## src/rtl/scfd_pkg.sv

```systemverilog
`timescale 1ns / 1ps
// ----------------------------------------------------------------------------
// scfd_pkg
// types and constants shared by the serial command frame decoder
// ----------------------------------------------------------------------------
package scfd_pkg;

    localparam int unsigned CFG_WIDTH = 20;

    localparam logic [7:0] FRAME_MARK = 8'hFF;

    // command codes, first payload byte
    localparam logic [7:0] CMD_DRIVE  = 8'h00;
    localparam logic [7:0] CMD_SERVO  = 8'h01;
    localparam logic [7:0] CMD_SPEED  = 8'h02;
    localparam logic [7:0] CMD_LIGHT  = 8'h05;
    localparam logic [7:0] CMD_MODE   = 8'h13;
    localparam logic [7:0] CMD_SAVE   = 8'h32;
    localparam logic [7:0] CMD_RELOAD = 8'h33;
    localparam logic [7:0] CMD_FLAG   = 8'h40;

    // servo sub-codes: first four are contiguous, then two more
    localparam logic [7:0] SERVO_CODE_FIRST  = 8'd1;
    localparam logic [7:0] SERVO_CODE_SECOND = 8'd2;
    localparam logic [7:0] SERVO_CODE_THIRD  = 8'd3;
    localparam logic [7:0] SERVO_CODE_FOURTH = 8'd4;
    localparam logic [7:0] SERVO_CODE_FIFTH  = 8'd7;
    localparam logic [7:0] SERVO_CODE_SIXTH  = 8'd8;

    // light sub-codes
    localparam logic [7:0] LIGHT_SUB_ON  = 8'd0;
    localparam logic [7:0] LIGHT_SUB_OFF = 8'd1;

    // speed sub-codes
    localparam logic [7:0] SPEED_LEFT  = 8'd1;
    localparam logic [7:0] SPEED_RIGHT = 8'd2;
    localparam logic [7:0] SPEED_MAX   = 8'd10;
    localparam logic [7:0] PWM_BASE    = 8'd95;

    // servo angle limits
    localparam logic [7:0] SERVO_MAX     = 8'd170;
    localparam logic [7:0] SERVO4_MIN    = 8'd110;
    localparam logic [7:0] SERVO4_MAX    = 8'd178;
    localparam logic [2:0] SERVO4_INDEX  = 3'd3;

    // drive patterns
    localparam logic [2:0] DRIVE_STOP = 3'd0;
    localparam logic [7:0] DRIVE_LAST = 8'd4;

    // light command codes
    localparam logic [1:0] LIGHT_NONE = 2'd0;
    localparam logic [1:0] LIGHT_ON   = 2'd1;
    localparam logic [1:0] LIGHT_OFF  = 2'd2;

    // cruise modes
    localparam logic [2:0] MODE_NORMAL = 3'd0;
    localparam logic [2:0] MODE_LINE   = 3'd2;
    localparam logic [2:0] MODE_REPORT = 3'd5;

    localparam logic [7:0] DUTY_RESET    = 8'd255;
    localparam logic [2:0] COUNT_FULL    = 3'd3;
    localparam logic [2:0] COUNT_OVER    = 3'd4;
    localparam logic [CFG_WIDTH-1:0] TIMEOUT_RESET = 20'd100000;

    // item kinds on the input tuser
    localparam logic FUNC_BYTE = 1'b0;
    localparam logic FUNC_TICK = 1'b1;

    // result item, last field in the lowest bits
    typedef struct packed {
        logic       pad;
        logic [7:0] flag_value;
        logic       flag_update;
        logic       reload_request;
        logic       save_request;
        logic [1:0] light_cmd;
        logic [2:0] cruise_mode;
        logic [7:0] right_pwm;
        logic [7:0] left_pwm;
        logic [7:0] servo_angle;
        logic [2:0] servo_index;
        logic       servo_update;
        logic [2:0] motor_dir;
    } t_result;

endpackage

```

## src/rtl/serial_command_frame_decoder.sv

```systemverilog
`timescale 1ns / 1ps
// ----------------------------------------------------------------------------
// serial_command_frame_decoder
// decodes 0xFF-delimited three-byte command frames from a byte/tick stream
// ----------------------------------------------------------------------------
//  channel   | dir | tdata                        | tuser
//  s_axis    | in  | rx_byte [7:0]                | func (0 byte, 1 tick)
//  m_axis    | out | result fields, see port list | -
//  cfg       | in  | timeout_ticks [19:0]         | -
//
// every input item yields exactly one result item, registered in the cycle after acceptance
// one item per cycle sustained while the output is not stalled; the only stage is the result register
// input ready drops only while a result waits and the output is stalled
// reset is synchronous, active low; it restores held outputs and idles the
// frame tracker; the config port is always ready
// ----------------------------------------------------------------------------
module serial_command_frame_decoder
    import scfd_pkg::*;
#(
    parameter int unsigned TIMER_WIDTH = 20
) (
    input  logic                 i_clk,
    input  logic                 i_rst_n,
    // slave stream
    input  logic                 s_axis_tvalid,
    output logic                 s_axis_tready,
    input  logic [7:0]           s_axis_tdata,   // [7:0] rx_byte
    input  logic                 s_axis_tuser,   // [0] func
    // master stream
    output logic                 m_axis_tvalid,
    input  logic                 m_axis_tready,
    output logic [47:0]          m_axis_tdata,   // [2:0] motor_dir, [3] servo_update,
                                                 // [6:4] servo_index, [14:7] servo_angle,
                                                 // [22:15] left_pwm, [30:23] right_pwm,
                                                 // [33:31] cruise_mode, [35:34] light_cmd,
                                                 // [36] save_request, [37] reload_request,
                                                 // [38] flag_update, [46:39] flag_value
    // config write
    input  logic                 i_cfg_valid,
    output logic                 o_cfg_ready,
    input  logic [CFG_WIDTH-1:0] i_cfg_data      // [19:0] timeout_ticks
);

    // frame tracker
    logic                   r_in_frame,   n_in_frame;
    logic [2:0]             r_byte_count, n_byte_count;
    logic [TIMER_WIDTH-1:0] r_timer,      n_timer;
    logic [7:0]             r_frame [3];
    logic [CFG_WIDTH-1:0]   r_timeout;

    // held outputs
    logic [2:0] r_drive, n_drive;
    logic [7:0] r_left,  n_left;
    logic [7:0] r_right, n_right;
    logic [2:0] r_mode,  n_mode;

    // result register
    logic    r_out_valid;
    t_result r_out, n_out;

    logic       accept;
    logic [7:0] cmd, sub, val;
    logic [7:0] pwm;

    assign s_axis_tready = !r_out_valid || m_axis_tready;
    assign accept        = s_axis_tvalid && s_axis_tready;
    assign o_cfg_ready   = 1'b1;
    assign m_axis_tvalid = r_out_valid;
    assign m_axis_tdata  = r_out;

    assign cmd = r_frame[0];
    assign sub = r_frame[1];
    assign val = r_frame[2];
    // step*16 + base, step is at most ten here so it fits eight bits
    assign pwm = {val[3:0], 4'b0000} + PWM_BASE;

    always_comb begin
        n_in_frame   = r_in_frame;
        n_byte_count = r_byte_count;
        n_timer      = r_timer;
        n_drive      = r_drive;
        n_left       = r_left;
        n_right      = r_right;
        n_mode       = r_mode;
        n_out        = '0;

        if (s_axis_tuser == FUNC_TICK) begin
            if (r_in_frame) begin
                n_timer = r_timer + 1'b1;
                // timer compared at full width so a short timer never matches high bits
                if (32'(n_timer) == 32'(r_timeout)) begin
                    n_in_frame = 1'b0;
                end
            end
        end else if (!r_in_frame) begin
            if (s_axis_tdata == FRAME_MARK) begin
                n_in_frame   = 1'b1;
                n_byte_count = '0;
                n_timer      = '0;
            end
        end else if (s_axis_tdata == FRAME_MARK) begin
            n_in_frame   = 1'b0;
            n_byte_count = '0;
            if (r_byte_count == COUNT_FULL) begin
                case (cmd)
                    CMD_DRIVE: begin
                        if (sub <= DRIVE_LAST) n_drive = sub[2:0];
                    end
                    CMD_SERVO: begin
                        if (val != 8'd0) begin
                            n_out.servo_update = 1'b1;
                            case (sub)
                                SERVO_CODE_FIRST:  n_out.servo_index = 3'd0;
                                SERVO_CODE_SECOND: n_out.servo_index = 3'd1;
                                SERVO_CODE_THIRD:  n_out.servo_index = 3'd2;
                                SERVO_CODE_FOURTH: n_out.servo_index = SERVO4_INDEX;
                                SERVO_CODE_FIFTH:  n_out.servo_index = 3'd4;
                                SERVO_CODE_SIXTH:  n_out.servo_index = 3'd5;
                                default:           n_out.servo_update = 1'b0;
                            endcase
                            // fourth servo has its own window
                            if (n_out.servo_index == SERVO4_INDEX) begin
                                if (!(val inside {[SERVO4_MIN:SERVO4_MAX]}))
                                    n_out.servo_update = 1'b0;
                            end else if (val > SERVO_MAX) begin
                                n_out.servo_update = 1'b0;
                            end
                            if (n_out.servo_update) begin
                                n_out.servo_angle = val;
                            end else begin
                                n_out.servo_index = '0;
                            end
                        end
                    end
                    CMD_SPEED: begin
                        if (val <= SPEED_MAX) begin
                            if (sub == SPEED_LEFT)  n_left  = pwm;
                            if (sub == SPEED_RIGHT) n_right = pwm;
                        end
                    end
                    CMD_SAVE:   n_out.save_request   = 1'b1;
                    CMD_RELOAD: n_out.reload_request = 1'b1;
                    CMD_MODE: begin
                        // unknown sub-code falls back to normal
                        n_mode = (sub inside {[MODE_LINE:MODE_REPORT]}) ? sub[2:0]
                                                                        : MODE_NORMAL;
                    end
                    CMD_LIGHT: begin
                        if (sub == LIGHT_SUB_ON)       n_out.light_cmd = LIGHT_ON;
                        else if (sub == LIGHT_SUB_OFF) n_out.light_cmd = LIGHT_OFF;
                        else                           n_out.light_cmd = LIGHT_NONE;
                    end
                    CMD_FLAG: begin
                        n_out.flag_update = 1'b1;
                        n_out.flag_value  = sub;
                    end
                    default: ;
                endcase
            end
        end else begin
            // payload byte; count saturates so an overlong frame is dropped at close
            if (r_byte_count < COUNT_OVER) n_byte_count = r_byte_count + 1'b1;
        end

        n_out.motor_dir   = n_drive;
        n_out.left_pwm    = n_left;
        n_out.right_pwm   = n_right;
        n_out.cruise_mode = n_mode;
    end

    always_ff @(posedge i_clk) begin
        if (!i_rst_n) begin
            r_in_frame   <= 1'b0;
            r_byte_count <= '0;
            r_timer      <= '0;
            r_drive      <= DRIVE_STOP;
            r_left       <= DUTY_RESET;
            r_right      <= DUTY_RESET;
            r_mode       <= MODE_NORMAL;
            r_timeout    <= TIMEOUT_RESET;
            r_out_valid  <= 1'b0;
        end else begin
            if (i_cfg_valid && o_cfg_ready) r_timeout <= i_cfg_data;
            if (accept) begin
                r_in_frame   <= n_in_frame;
                r_byte_count <= n_byte_count;
                r_timer      <= n_timer;
                r_drive      <= n_drive;
                r_left       <= n_left;
                r_right      <= n_right;
                r_mode       <= n_mode;
                r_out_valid  <= 1'b1;
            end else if (m_axis_tready) begin
                r_out_valid  <= 1'b0;
            end
        end
    end

    // payload registers, no reset
    always_ff @(posedge i_clk) begin
        if (accept) r_out <= n_out;
        if (accept && s_axis_tuser == FUNC_BYTE && r_in_frame
                && s_axis_tdata != FRAME_MARK && r_byte_count < COUNT_FULL) begin
            r_frame[r_byte_count[1:0]] <= s_axis_tdata;
        end
    end

`ifndef NO_ASSERTIONS
    a_count_range: assert property (@(posedge i_clk) disable iff (!i_rst_n)
        r_byte_count <= COUNT_OVER)
        else $error("byte count past saturation");

    a_stall_blocks_input: assert property (@(posedge i_clk) disable iff (!i_rst_n)
        (r_out_valid && !m_axis_tready) |-> !s_axis_tready)
        else $error("input taken while result stalled");

    a_tick_no_pulse: assert property (@(posedge i_clk) disable iff (!i_rst_n)
        (accept && s_axis_tuser == FUNC_TICK) |=>
            (!r_out.servo_update && !r_out.flag_update && r_out.light_cmd == LIGHT_NONE))
        else $error("tick item raised a command pulse");

    a_duty_floor: assert property (@(posedge i_clk) disable iff (!i_rst_n)
        (r_left >= PWM_BASE) && (r_right >= PWM_BASE))
        else $error("duty below base value");

    a_held_match: assert property (@(posedge i_clk) disable iff (!i_rst_n)
        accept |=> (r_out.motor_dir == r_drive && r_out.cruise_mode == r_mode))
        else $error("result disagrees with held state");
`endif

endmodule

```

## config.mk

```make
export PLATFORM = sky130hd
export DESIGN_NAME = serial_command_frame_decoder
export DESIGN_NICKNAME = d
export VERILOG_FILES = /design/src/rtl/scfd_pkg.sv /design/src/rtl/serial_command_frame_decoder.sv
export SDC_FILE = /design/constraint.sdc
export NUM_CORES = 1
export LEC_CHECK = 0
export BUFFER_PORTS_ARGS = -buffer_cell sky130_fd_sc_hd__buf_2
export CAP_MARGIN = 5
export CORE_MARGIN = 2
export CORE_UTILIZATION = 35
export DETAILED_ROUTE_END_ITERATION = 16
export PLACE_DENSITY = 0.51
export SETUP_SLACK_MARGIN = 0.4
export SYNTH_ARGS = -nofsm -noshare
export SYNTH_HDL_FRONTEND = slang
export SYNTH_SLANG_ARGS = --single-unit
```

## constraint.sdc

```tcl
create_clock -name i_clk -period 3.4 [get_ports i_clk]
set_input_delay 0.68 -clock i_clk [delete_from_list [all_inputs] [get_ports i_clk]]
set_output_delay 0.68 -clock i_clk [all_outputs]
set_load 0.03 [all_outputs]
```

**Word level (Yosys, flattened, before mapping)**

Memory sizes are Yosys's and may differ from the RTL's.
Index checks and enable logic that the tools add are counted.

- Magnitude comparators: 9
- Reduce and logical (&&, ||, !) cells: 25
- Eq/ne operators: 20
- Bitwise operators: 9
- Add/sub/neg operators: 3
- Multiplexer cells: 66

Operator list:

| kind | count |
|---|---|
| two-way mux 8 bit | 14 |
| two-way mux 20 bit | 4 |
| two-way mux 3 bit | 22 |
| equality test 8 x 2 -> 1 bit, second input constant | 3 |
| equality test 8 x 3 -> 1 bit, second input constant | 3 |
| two-way mux 1 bit | 24 |
| adder 20 x 1 -> 20 bit, second input constant | 1 |
| equality test 20 bit | 1 |
| OR reduction 6 bit | 3 |
| equality test 8 x 1 -> 1 bit, second input constant | 2 |
| equality test 8 x 6 -> 1 bit, second input constant | 2 |
| less-or-equal comparator 8 x 3 -> 1 bit, second input constant | 2 |
| logical NOT 8 bit | 2 |
| case mux 3 bit (5 select lines) | 1 |
| OR reduction 5 bit | 2 |
| NOT 1 bit | 9 |
| adder 8 x 7 -> 8 bit, second input constant | 1 |
| equality test 8 x 4 -> 1 bit, second input constant | 1 |
| equality test 8 x 5 -> 1 bit, second input constant | 1 |
| equality test 8 x 7 -> 1 bit, second input constant | 1 |
| equality test 8 bit, second input constant | 1 |
| >= comparator 8 x 2 -> 1 bit, second input constant | 1 |
| >= comparator 8 x 7 -> 1 bit, second input constant | 1 |
| greater-than comparator 8 bit, second input constant | 1 |
| 18 further kinds | 29 |

- Logic and storage cells: 155
- Memory bits (writable): 24
- Input port bits: 34
- Memories kept: 1
- Output and inout port bits: 51
- Register bits: 114

Memories:

| memory | depth | width | rd ports | clocked after Yosys merged registers in | write ports | line | text |
|---|---|---|---|---|---|---|---|
| r_frame | 3 | 8 | 3 | 0 | 1 | serial_command_frame_decoder.sv:48 | `logic [7:0] r_frame [3];` |

**Logic depth before layout (Yosys ltp)**

Gate-level depths: netlist (run 1).
An unclocked memory read counts as a cell.

- Word-level depth: 19
- Gate-level depth with buffers: 9
- Depth with buffers taken out: 8

**Least setup slack after synthesis (run 1)**

Ideal clock, no wire load.

- Path type: input-to-reg
- Start: input port m_axis_tready
- End: register r_timer[13]
- Library setup time: 0.071 ns
- Setup slack: 0.058 ns
- Stages: 6
- Arrival: 3.271 ns
- Data required time: 3.329 ns
- Path buffers: 0
- Cells stage by stage: nand2b_1 -> nand2_1 -> inv_1 -> nand2_1 -> or4_2 -> a21oi_1

- Word-level cells in the longest chain between the ends: 3

Ends and longest elaborated chain:

| element | line | text |
|---|---|---|
| from (decl) | serial_command_frame_decoder.sv:31 | `input logic m_axis_tready,` |
| logical OR 1 bit | serial_command_frame_decoder.sv:65 | `assign s_axis_tready = !r_out_valid \|\| m_axis_tready;` |
| logical AND 1 bit | serial_command_frame_decoder.sv:66 | `assign accept = s_axis_tvalid && s_axis_tready;` |
| net accept | serial_command_frame_decoder.sv:61 | `logic accept;` |
| AND reduction 4 bit (no source line) | -- |  |
| to (signal assigned) | serial_command_frame_decoder.sv:187 | `r_timer <= n_timer;` |
| to (decl) | serial_command_frame_decoder.sv:47 | `logic [TIMER_WIDTH-1:0] r_timer, n_timer;` |

The timed path passes the listed nets, and every way through them passes these cells.
A chain may end at the register's enable or synchronous reset.

==> results of run 1 <==
==> logic make-up (layout without fill, tap and decap cells) <==
| group | count (synthesis) | after routing | synth area share |
|---|---|---|---|
| multiplexers | 31 | 31 | 0.0500 |
| XOR/XNOR | 31 | 31 | 0.0427 |
| AND/OR/NAND/NOR | 248 | 248 | 0.210 |
| flip-flops | 138 | 138 | 0.546 |
| adder cells (fa/ha/maj) | 11 | 11 | 0.0216 |
| other | 2 | 2 | 0.00118 |
| buffers and inverters | 48 | 140 | 0.0305 |
| AO/OA/AOI/OAI | 101 | 101 | 0.0976 |
==> placed cells by master, fill, tap and decap left out, types with 3 or more instances in the layout <==
cell / instances
sky130_fd_sc_hd__nand2_1: 54
sky130_fd_sc_hd__nand2b_1: 17
sky130_fd_sc_hd__a31oi_1: 8
sky130_fd_sc_hd__mux2_2: 6
sky130_fd_sc_hd__a21oi_1: 34
sky130_fd_sc_hd__nor3_1: 14
sky130_fd_sc_hd__and2_1: 22
sky130_fd_sc_hd__a22oi_1: 3
sky130_fd_sc_hd__mux2i_1: 25
sky130_fd_sc_hd__nand3_1: 12
sky130_fd_sc_hd__nor3b_1: 3
sky130_fd_sc_hd__xor2_1: 10
sky130_fd_sc_hd__or2_2: 8
sky130_fd_sc_hd__or3_1: 9
sky130_fd_sc_hd__inv_1: 16
sky130_fd_sc_hd__nor4_1: 12
sky130_fd_sc_hd__clkinvlp_4: 3
sky130_fd_sc_hd__buf_2: 82
sky130_fd_sc_hd__inv_6: 5
sky130_fd_sc_hd__nor2_1: 55
sky130_fd_sc_hd__and3_1: 4
sky130_fd_sc_hd__dfxtp_1: 67
sky130_fd_sc_hd__o211a_1: 3
sky130_fd_sc_hd__o21ai_0: 29
sky130_fd_sc_hd__xnor2_1: 21
sky130_fd_sc_hd__a311oi_1: 5
sky130_fd_sc_hd__buf_4: 8
sky130_fd_sc_hd__nand4_1: 7
sky130_fd_sc_hd__clkinv_4: 3
sky130_fd_sc_hd__nand3b_1: 4
sky130_fd_sc_hd__ha_1: 11
sky130_fd_sc_hd__nor2b_1: 7
sky130_fd_sc_hd__clkbuf_16: 17
sky130_fd_sc_hd__o211ai_1: 3
sky130_fd_sc_hd__edfxtp_1: 71
==> worst reg2reg max path, stage by stage, from the launching register on <==
cell and delay, ns:
sky130_fd_sc_hd__edfxtp_1 0.46, sky130_fd_sc_hd__nor4_1 0.61, sky130_fd_sc_hd__nor2b_1 0.31, sky130_fd_sc_hd__nand4b_1 0.17
sky130_fd_sc_hd__nor4_2 0.56, sky130_fd_sc_hd__buf_4 0.23, sky130_fd_sc_hd__nor3b_1 0.16
==> through the flow <==
stage | hold slack, ns | setup slack [ns] | power, mW
final | 0.433 | 0.745 | 3.84
after detailed placement | 0.426 | 0.410 | 2.03
after global routing | 0.458 | 0.544 | 3.98
after global placement | 0.421 | 0.530 | 2.03
after CTS | 0.441 | 0.839 | 3.88
after floorplan | 0.406 | 0.436 | 1.96
==> where the power goes <==
part / internal (mW) / switching, mW
logic: 0.0676 / 0.124
clock network: 1.09 / 0.755
registers: 1.78 / 0.0181
total: 2.95 / 0.897
==> routing by layer <==
metal | up-vias | global-route usage | part of all wire
li1 | 2341 | - | -
met1 | 2211 | 0.212 | 0.49
met2 | 97 | 0.240 | 0.45
met3 | 16 | 0.0338 | 0.044
met4 | 0 | 0.0564 | 0.016
met5 | - | 0 | 0
==> final timing paths <==
path / start / to / slack [ns]
min reg2reg: r_left[3] / r_left[3] / 0.43
min: r_left[3] / r_left[3] / 0.43
max reg2reg: r_frame[0][5] / m_axis_tdata[6] / 0.74
max: r_frame[0][5] / m_axis_tdata[6] / 0.74
==> layout make-up <==
class                      instances  area [µm²]  area share
clock buffer                      17         425      0.0561
inverter                          18        71.3     0.00940
timing repair buffer              90         470      0.0620
tap                              229         287      0.0378
clock inverter                    15         165      0.0218
sequential                       138        3470       0.458
multi-input combinational        424        2690       0.355
==> sequential cells by signal, indices dropped and copies added (netlist names), 3 cells and up <==
| register | flops |
|---|---|
| r_timer | 20 |
| r_left | 8 |
| r_timeout | 20 |
| m_axis_tdata | 47 |
| r_byte_count | 3 |
| r_drive | 3 |
| r_right | 8 |
| r_mode | 3 |
| r_frame | 24 |
==> flow_summary.json, run 1 <==
{
  "outcome": "completed",
  "finalHoldViolCount": 0,
  "global_route.overflow_total": 0,
  "timing.critical_path.buf_inv": 1,
  "final_cells": 931,
  "final_util": 0.424,
  "core_um2": 17900,
  "syn-instance-count": 610,
  "timing.final.crit_share": 0.781,
  "viasPerCell": 5.01,
  "criticalPathCategory": "flop to flop",
  "die_w_um": 139,
  "drt_drc_violations_left": 0,
  "synth.largest_area_cell": "sky130_fd_sc_hd__edfxtp_1",
  "floorplan.rows": 49,
  "htreeDepth": 4,
  "route.final.wire_length_um": 14400,
  "number_of_slew_limit_violations_in_the_final_report": 0,
  "period_needed_ns": 2.66,
  "syn_area_per_cell_um2": 10.4,
  "final_layout_size_suffix_gt1_frac": 0.212,
  "finalSetupTns_ns": 0,
  "post_cts_resize_count": 0,
  "numPlacedInstances": 899,
  "syn-num-nets": 655,
  "grt_start_max_net_pins": 46,
  "fillCellCount": 1747,
  "max-clock-path-buffers": 2,
  "grt_pass1_vias": 4575,
  "ys_async_sr_fraction": 0,
  "tritoncts": "done",
  "critPathTopFamily": "simple AND/OR/NAND/NOR gates",
  "finalInstanceArea_um2": 7580,
  "crit_path_end_kind": "flop",
  "die_y_um": 139,
  "vias": 4665,
  "placed_cell_area_um2": 6990,
  "worst-endpoint-required_ns": 3.66,
  "mappedNetlistArea_um2": 6360,
  "die_area_um2": 19300,
  "timing_worst_slew_pin_value_ns": 0.893,
  "ys_types": 63,
  "drtAntennaViolNets": 0,
  "min_delay_path_depth": 1,
  "ys_top_cells_by_count": "sky130_fd_sc_hd__edfxtp_1, sky130_fd_sc_hd__dfxtp_1, sky130_fd_sc_hd__nand2_1, sky130_fd_sc_hd__nor2_1, sky130_fd_sc_hd__a21oi_1",
  "hpwl_um": 10700,
  "first_iter_violations": 256,
  "detailedRoute.firstPassIterationCount": 5,
  "clkTransAtPathRegs_ns": 0.06,
  "yosys_register_bits": 138,
  "tritoncts_num_sinks": 138,
  "synth_top_cell_area_share": 0.335,
  "cts_inserted_buffers": 17,
  "ir_worst_vdd_uv": 391,
  "grt_setup_unrepaired": "no",
  "synth-edff-count": 71,
  "detail_route.wl_per_cell_um": 15.5,
  "grtUsageTotal": 0.154,
  "critical_path.startpoint_type": "flop",
  "critical_path_cell_count": 6,
  "cts_root_buffer": "sky130_fd_sc_hd__clkbuf_16",
  "areaGrowthSynthToFinish_pct": 19.3,
  "fmax_mhz": 377,
  "grt_pass1_wl_um": 23600,
  "ios": 85,
  "worst_path_max_stage_delay_ns": 0.61,
  "ff2ff_path_depth": 6,
  "starting_density_of_the_core": 0.355,
  "num-nets-final": 734,
  "post_cts_buffers": 0,
  "cts_hold_buffers": 0,
  "io_buffer_count": 82,
  "gp_routability_congestion": 0.854,
  "clock_insertion_delay_worst_skew_ns": 0.42,
  "synth.yosys.seq_area_share": 0.546,
  "setup_viol": 0,
  "antennaDiodeCount": 0,
  "critPathSlowestCell": "sky130_fd_sc_hd__nor4_1",
  "pwr_density_cell_nw_per_um2": 507,
  "yosys_warnings": 0,
  "yosys.cell_count.top_type": "sky130_fd_sc_hd__edfxtp_1",
  "antenna_found_initial": 0,
  "maxCapViolations": 0,
  "kind_of_path_behind_the_tightest_hold_check": "flop to flop",
  "slew-limit-headroom": 0.399,
  "critPathMaxFanout": 6,
  "final.setup_skew_ns": 0.00686,
  "arrival_ns": 2.92,
  "netlist_top_cells_area": "sky130_fd_sc_hd__edfxtp_1, sky130_fd_sc_hd__dfxtp_1, sky130_fd_sc_hd__mux2i_1",
  "power.static_leakage_nw": 2.86,
  "crit_path_cell_trace": "nor4_1 -> nor2b_1 -> nand4b_1 -> nor4_2 -> buf_4 -> nor3b_1",
  "postSynth.topFlopCell": "sky130_fd_sc_hd__edfxtp_1"
}
(Power assumes the default switching activity.)
==> run 2: changes to the inputs <==
- clock period: 3.4 -> 2.47 ns (I/O delays scaled with it)
==> flow_summary.json, run 2 (synthesized netlist as in run 1, its figures left out) <==
{
  "outcome": "completed",
  "grt_pass1_wl_um": 24700,
  "setup_viol": 0,
  "grt_setup_unrepaired": "yes",
  "tritoncts_num_sinks": 138,
  "number_of_slew_limit_violations_in_the_final_report": 0,
  "global_route.overflow_total": 0,
  "pwr_density_cell_nw_per_um2": 621,
  "route.final.wire_length_um": 15400,
  "critPathSlowestCell": "sky130_fd_sc_hd__or4_4",
  "gr-usage-met2": 0.254,
  "drt_drc_violations_left": 0,
  "num-nets-final": 778,
  "die_y_um": 139,
  "slew-limit-headroom": 0.579,
  "grt_pass1_vias": 4812,
  "die_area_um2": 19300,
  "first_iter_violations": 232,
  "worst_r2r_src": "r_frame[1][6]",
  "timing.final.crit_share": 0.891,
  "drtAntennaViolNets": 0,
  "core_um2": 17900,
  "period_needed_ns": 2.20,
  "crit_path_cell_trace": "or4_4 -> buf_6 -> nor3_4 -> nand4_1 -> buf_6 -> buf_4 -> mux2_2",
  "final_common_cell": "sky130_fd_sc_hd__buf_2",
  "areaGrowthSynthToFinish_pct": 30.9,
  "crit_path_end_kind": "flop",
  "floorplan.rows": 49,
  "io_buffer_count": 82,
  "final_layout_size_suffix_gt1_frac": 0.339,
  "timing.critical_path.buf_inv": 3,
  "antenna_found_initial": 0,
  "finalHoldViolCount": 0,
  "grtUsageTotal": 0.161,
  "ir_worst_vdd_uv": 530,
  "criticalPathCategory": "flop to flop",
  "starting_density_of_the_core": 0.355,
  "worst_path_max_stage_delay_ns": 0.60,
  "power.static_leakage_nw": 3.21,
  "final_cell_mix": "sky130_fd_sc_hd__buf_2, sky130_fd_sc_hd__edfxtp_1, sky130_fd_sc_hd__dfxtp_1, sky130_fd_sc_hd__nor2_1, sky130_fd_sc_hd__nand2_1",
  "min_delay_path_depth": 1,
  "antennaDiodeCount": 0,
  "largest_reg_flops": 47,
  "placed_cell_area_um2": 7270,
  "critical_path.startpoint_type": "flop",
  "hpwl_um": 11000,
  "htreeDepth": 4,
  "rrSetupSlack_ns": 0.27,
  "critPathTopFamily": "simple AND/OR/NAND/NOR gates",
  "use_met1": 0.215,
  "whs_endpoint": "r_frame[2][7]",
  "multiInputGateArea_um2": 3050,
  "detail_route.wl_per_cell_um": 15.8,
  "finalInstanceArea_um2": 8320,
  "fillCellCount": 1710,
  "kind_of_path_behind_the_tightest_hold_check": "primary input to flop",
  "met3_usage": 0.0445,
  "min_from": "s_axis_tdata[7]",
  "detailedRoute.firstPassIterationCount": 4,
  "finalSetupTns_ns": 0,
  "critPathMaxFanout": 5,
  "cpMostUsedCell": "sky130_fd_sc_hd__buf_6",
  "tritoncts": "done",
  "ff2ff_path_depth": 7,
  "arrival_ns": 2.37,
  "cts_hold_buffers": 0,
  "grt-busiest-layer": "met2",
  "clock_insertion_delay_worst_skew_ns": 0.42,
  "die_w_um": 139,
  "cts_inserted_buffers": 17,
  "timing_worst_slew_pin_value_ns": 0.631,
  "worst-endpoint-required_ns": 2.64,
  "max-clock-path-buffers": 2,
  "clkTransAtPathRegs_ns": 0.06,
  "ios": 85,
  "worst_r2r_endpoint": "m_axis_tdata[20]",
  "vias": 4940,
  "fmax_mhz": 454,
  "final.setup_skew_ns": 0.00783,
  "grt_start_max_net_pins": 49,
  "register_area_um2": 3490,
  "gp_routability_congestion": 0.843,
  "maxCapViolations": 0,
  "cts_root_buffer": "sky130_fd_sc_hd__clkbuf_16",
  "viasPerCell": 5.07
}
[run 2: worst max-delay path by stage]
stage	startpoint	endpoint	slack (ns)	cells after the start
3_5_place_dp	s_axis_tdata[0]	m_axis_tdata[35]	0.05	9
4_1_cts	r_frame[1][6]	m_axis_tdata[10]	0.35	7
6_report	r_frame[1][6]	m_axis_tdata[20]	0.27	7
2_1_floorplan	m_axis_tready	r_timer[9]	0.13	8
3_3_place_gp	s_axis_tdata[0]	m_axis_tdata[35]	0.08	9
5_1_grt	r_frame[2][0]	m_axis_tdata[10]	0.14	8
[run 2: routing by layer]
layer  wire length (µm)  vias to the layer above
met5                  0                        -
met4                241                        0
met3                696                       20
met2               7190                      100
met1               7270                     2381
li1                   -                     2439
[run 2: worst register-to-register path, delay by kind of cell (launching register included)]
family	cells	cell delay [ns]
AND/OR/NAND/NOR	3	0.88
buffers and inverters	3	0.44
multiplexers	1	0.25
flip-flops	1	0.38
[run 2: repair_timing]
action | CTS | global route
cloned | 0 | 1
pin swaps | 7 | 15
resized for setup | 25 | 62
setup endpoints to repair | 42 | 83
setup buffers | 7 | 9
[run 2: area by class of cell]
cell class | instances | area share
clock buffers | 17 | 0.0511
clock inverters | 15 | 0.0171
inverters | 18 | 0.00887
multi-input cells | 424 | 0.367
flip-flops and latches | 138 | 0.419
well taps | 229 | 0.0344
repair buffers | 134 | 0.102
[run 2: power by group]
| group | total, mW | leakage, nW | internal (mW) | switching [mW] |
|---|---|---|---|---|
| Combinational | 0.275 | 1.75 | 0.0975 | 0.178 |
| Clock | 2.41 | 0.268 | 1.40 | 1.01 |
| Sequential | 2.48 | 1.18 | 2.45 | 0.0256 |
[run 2: through the flow]
step	hold WS, ns	power (mW)	util	worst slack (ns)	cells
4_1_cts	0.280	5.22	0.447	0.346	965
3_3_place_gp	0.422	2.80	0.406	0.0801	926
2_1_floorplan	0.406	2.70	-	0.127	610
6_report	0.299	5.17	0.465	0.268	975
3_5_place_dp	0.420	2.81	0.406	0.0494	926
5_1_grt	0.279	5.35	0.465	0.138	975
==> run 3: changes to the inputs <==
==> constraint.sdc (replaced) <==
create_clock -name i_clk -period 2.47 [get_ports i_clk]
set_input_delay 0.247 -clock i_clk [delete_from_list [all_inputs] [get_ports i_clk]]
set_output_delay 0.247 -clock i_clk [all_outputs]
set_load 0.03 [all_outputs]
==> flow_summary.json, run 3 (synthesized netlist as in run 1, its figures left out) <==
{
  "critPathMaxFanout": 5,
  "ir_worst_vdd_uv": 517,
  "ios": 85,
  "drt_drc_violations_left": 0,
  "floorplan.rows": 49,
  "cts_hold_buffers": 0,
  "core_um2": 17900,
  "placed_cell_area_um2": 7160,
  "global_route.overflow_total": 0,
  "grt_setup_unrepaired": "yes",
  "cts_inserted_buffers": 17,
  "areaGrowthSynthToFinish_pct": 30.2,
  "antenna_found_initial": 0,
  "tritoncts": "done",
  "viasPerCell": 5.10,
  "criticalPathCategory": "flop to flop",
  "fmax_mhz": 451,
  "timing.final.crit_share": 0.897,
  "final_cell_mix": "sky130_fd_sc_hd__buf_2, sky130_fd_sc_hd__edfxtp_1, sky130_fd_sc_hd__dfxtp_1, sky130_fd_sc_hd__nor2_1, sky130_fd_sc_hd__nand2_1",
  "fillCellCount": 1671,
  "vias": 4959,
  "num-nets-final": 775,
  "clock_insertion_delay_worst_skew_ns": 0.42,
  "setup_viol": 0,
  "period_needed_ns": 2.22,
  "maxCapViolations": 0,
  "power.static_leakage_nw": 3.16,
  "final_layout_size_suffix_gt1_frac": 0.335,
  "post-layout-total-power_mw": 5.31,
  "die_y_um": 139,
  "worst-endpoint-required_ns": 2.64,
  "tritoncts_num_sinks": 138,
  "kind_of_path_behind_the_tightest_hold_check": "primary input to flop",
  "slew-limit-headroom": 0.372,
  "drtAntennaViolNets": 0,
  "finalSetupTns_ns": 0,
  "max-clock-path-buffers": 2,
  "grt_pass1_wl_um": 24400,
  "io_buffer_count": 82,
  "cts_root_buffer": "sky130_fd_sc_hd__clkbuf_16",
  "antennaDiodeCount": 0,
  "critical_path.startpoint_type": "flop",
  "pwr_density_cell_nw_per_um2": 641,
  "arrival_ns": 2.39,
  "finalInstanceArea_um2": 8270,
  "clkTransAtPathRegs_ns": 0.06,
  "starting_density_of_the_core": 0.355,
  "crit_path_end_kind": "flop",
  "number_of_slew_limit_violations_in_the_final_report": 0,
  "first_iter_violations": 217,
  "die_w_um": 139,
  "grt_pass1_vias": 4756,
  "die_area_um2": 19300,
  "largest_reg_flops": 47,
  "grtUsageTotal": 0.159,
  "final_common_cell": "sky130_fd_sc_hd__buf_2",
  "route.final.wire_length_um": 15400,
  "timing_worst_slew_pin_value_ns": 0.932,
  "htreeDepth": 4,
  "final_util": 0.462,
  "outcome": "completed",
  "hpwl_um": 10700,
  "grt_start_max_net_pins": 50,
  "detail_route.wl_per_cell_um": 15.8,
  "detailedRoute.firstPassIterationCount": 5,
  "final.setup_skew_ns": 0.00676,
  "gp_routability_congestion": 0.833,
  "finalHoldViolCount": 0
}
-- run 3: cell types whose count changed in the layout (fill, tap and decap cells not counted), sizes merged --
cell	previous run	this run
bufinv	1	2
clkinvlp	5	3
buf	134	131
inv	20	21
-- run 3: final timing paths --
kind                                    endpoint  cells after the start            from  slack (ns)
worst max-delay path            m_axis_tdata[12]                      7   r_frame[1][5]        0.25
worst max register to register  m_axis_tdata[12]                      7   r_frame[1][5]        0.25
worst min-delay path               r_timeout[15]                      3  i_cfg_data[15]        0.05
worst min register to register         r_left[0]                      1       r_left[0]        0.44
-- run 3: through the flow --
step | std cells | worst slack (ns) | hold slack, ns
after floorplan | 610 | 0.294 | 0.346
after global placement | 918 | 0.225 | 0.419
after detailed placement | 918 | 0.0510 | 0.423
after CTS | 956 | 0.177 | 0.0338
after global routing | 972 | 0.154 | 0.0500
final | 972 | 0.254 | 0.0455
-- run 3: layer usage --
| layer | vias to the layer above | GRT usage | wire length (µm) |
|---|---|---|---|
| met5 | - | 0 | 0 |
| met1 | 2388 | 0.214 | 7310 |
| met2 | 127 | 0.257 | 7250 |
| li1 | 2425 | - | - |
| met4 | 0 | 0.0505 | 210 |
| met3 | 19 | 0.0338 | 609 |
-- run 3: final cells by class --
cell class | instances | area, µm² | area share
Inverter | 18 | 71.3 | 0.00862
Clock inverter | 15 | 168 | 0.0203
Clock buffer | 17 | 425 | 0.0514
Sequential cell | 138 | 3500 | 0.423
Tap cell | 229 | 287 | 0.0346
Multi-Input combinational cell | 424 | 2990 | 0.361
Timing Repair Buffer | 131 | 837 | 0.101
-- run 3: worst max-delay path: stages (launching register included) --
cell                       delay [ns]
sky130_fd_sc_hd__edfxtp_1        0.39
sky130_fd_sc_hd__or4_4           0.58
sky130_fd_sc_hd__nand2b_4        0.19
sky130_fd_sc_hd__o32ai_4         0.33
sky130_fd_sc_hd__nor4_4          0.07
sky130_fd_sc_hd__buf_4           0.15
sky130_fd_sc_hd__buf_12          0.12
sky130_fd_sc_hd__and2_1          0.14
-- run 3: report_power, final --
part	internal, mW	switching [mW]
Clock	1.51	1.04
Sequential	2.45	0.0266
Combinational	0.0977	0.179
-- run 3: what timing repair did --
action,CTS,global route
pin swaps,6,20
resized for setup,19,73
setup endpoints to repair,45,82
setup buffers,6,16
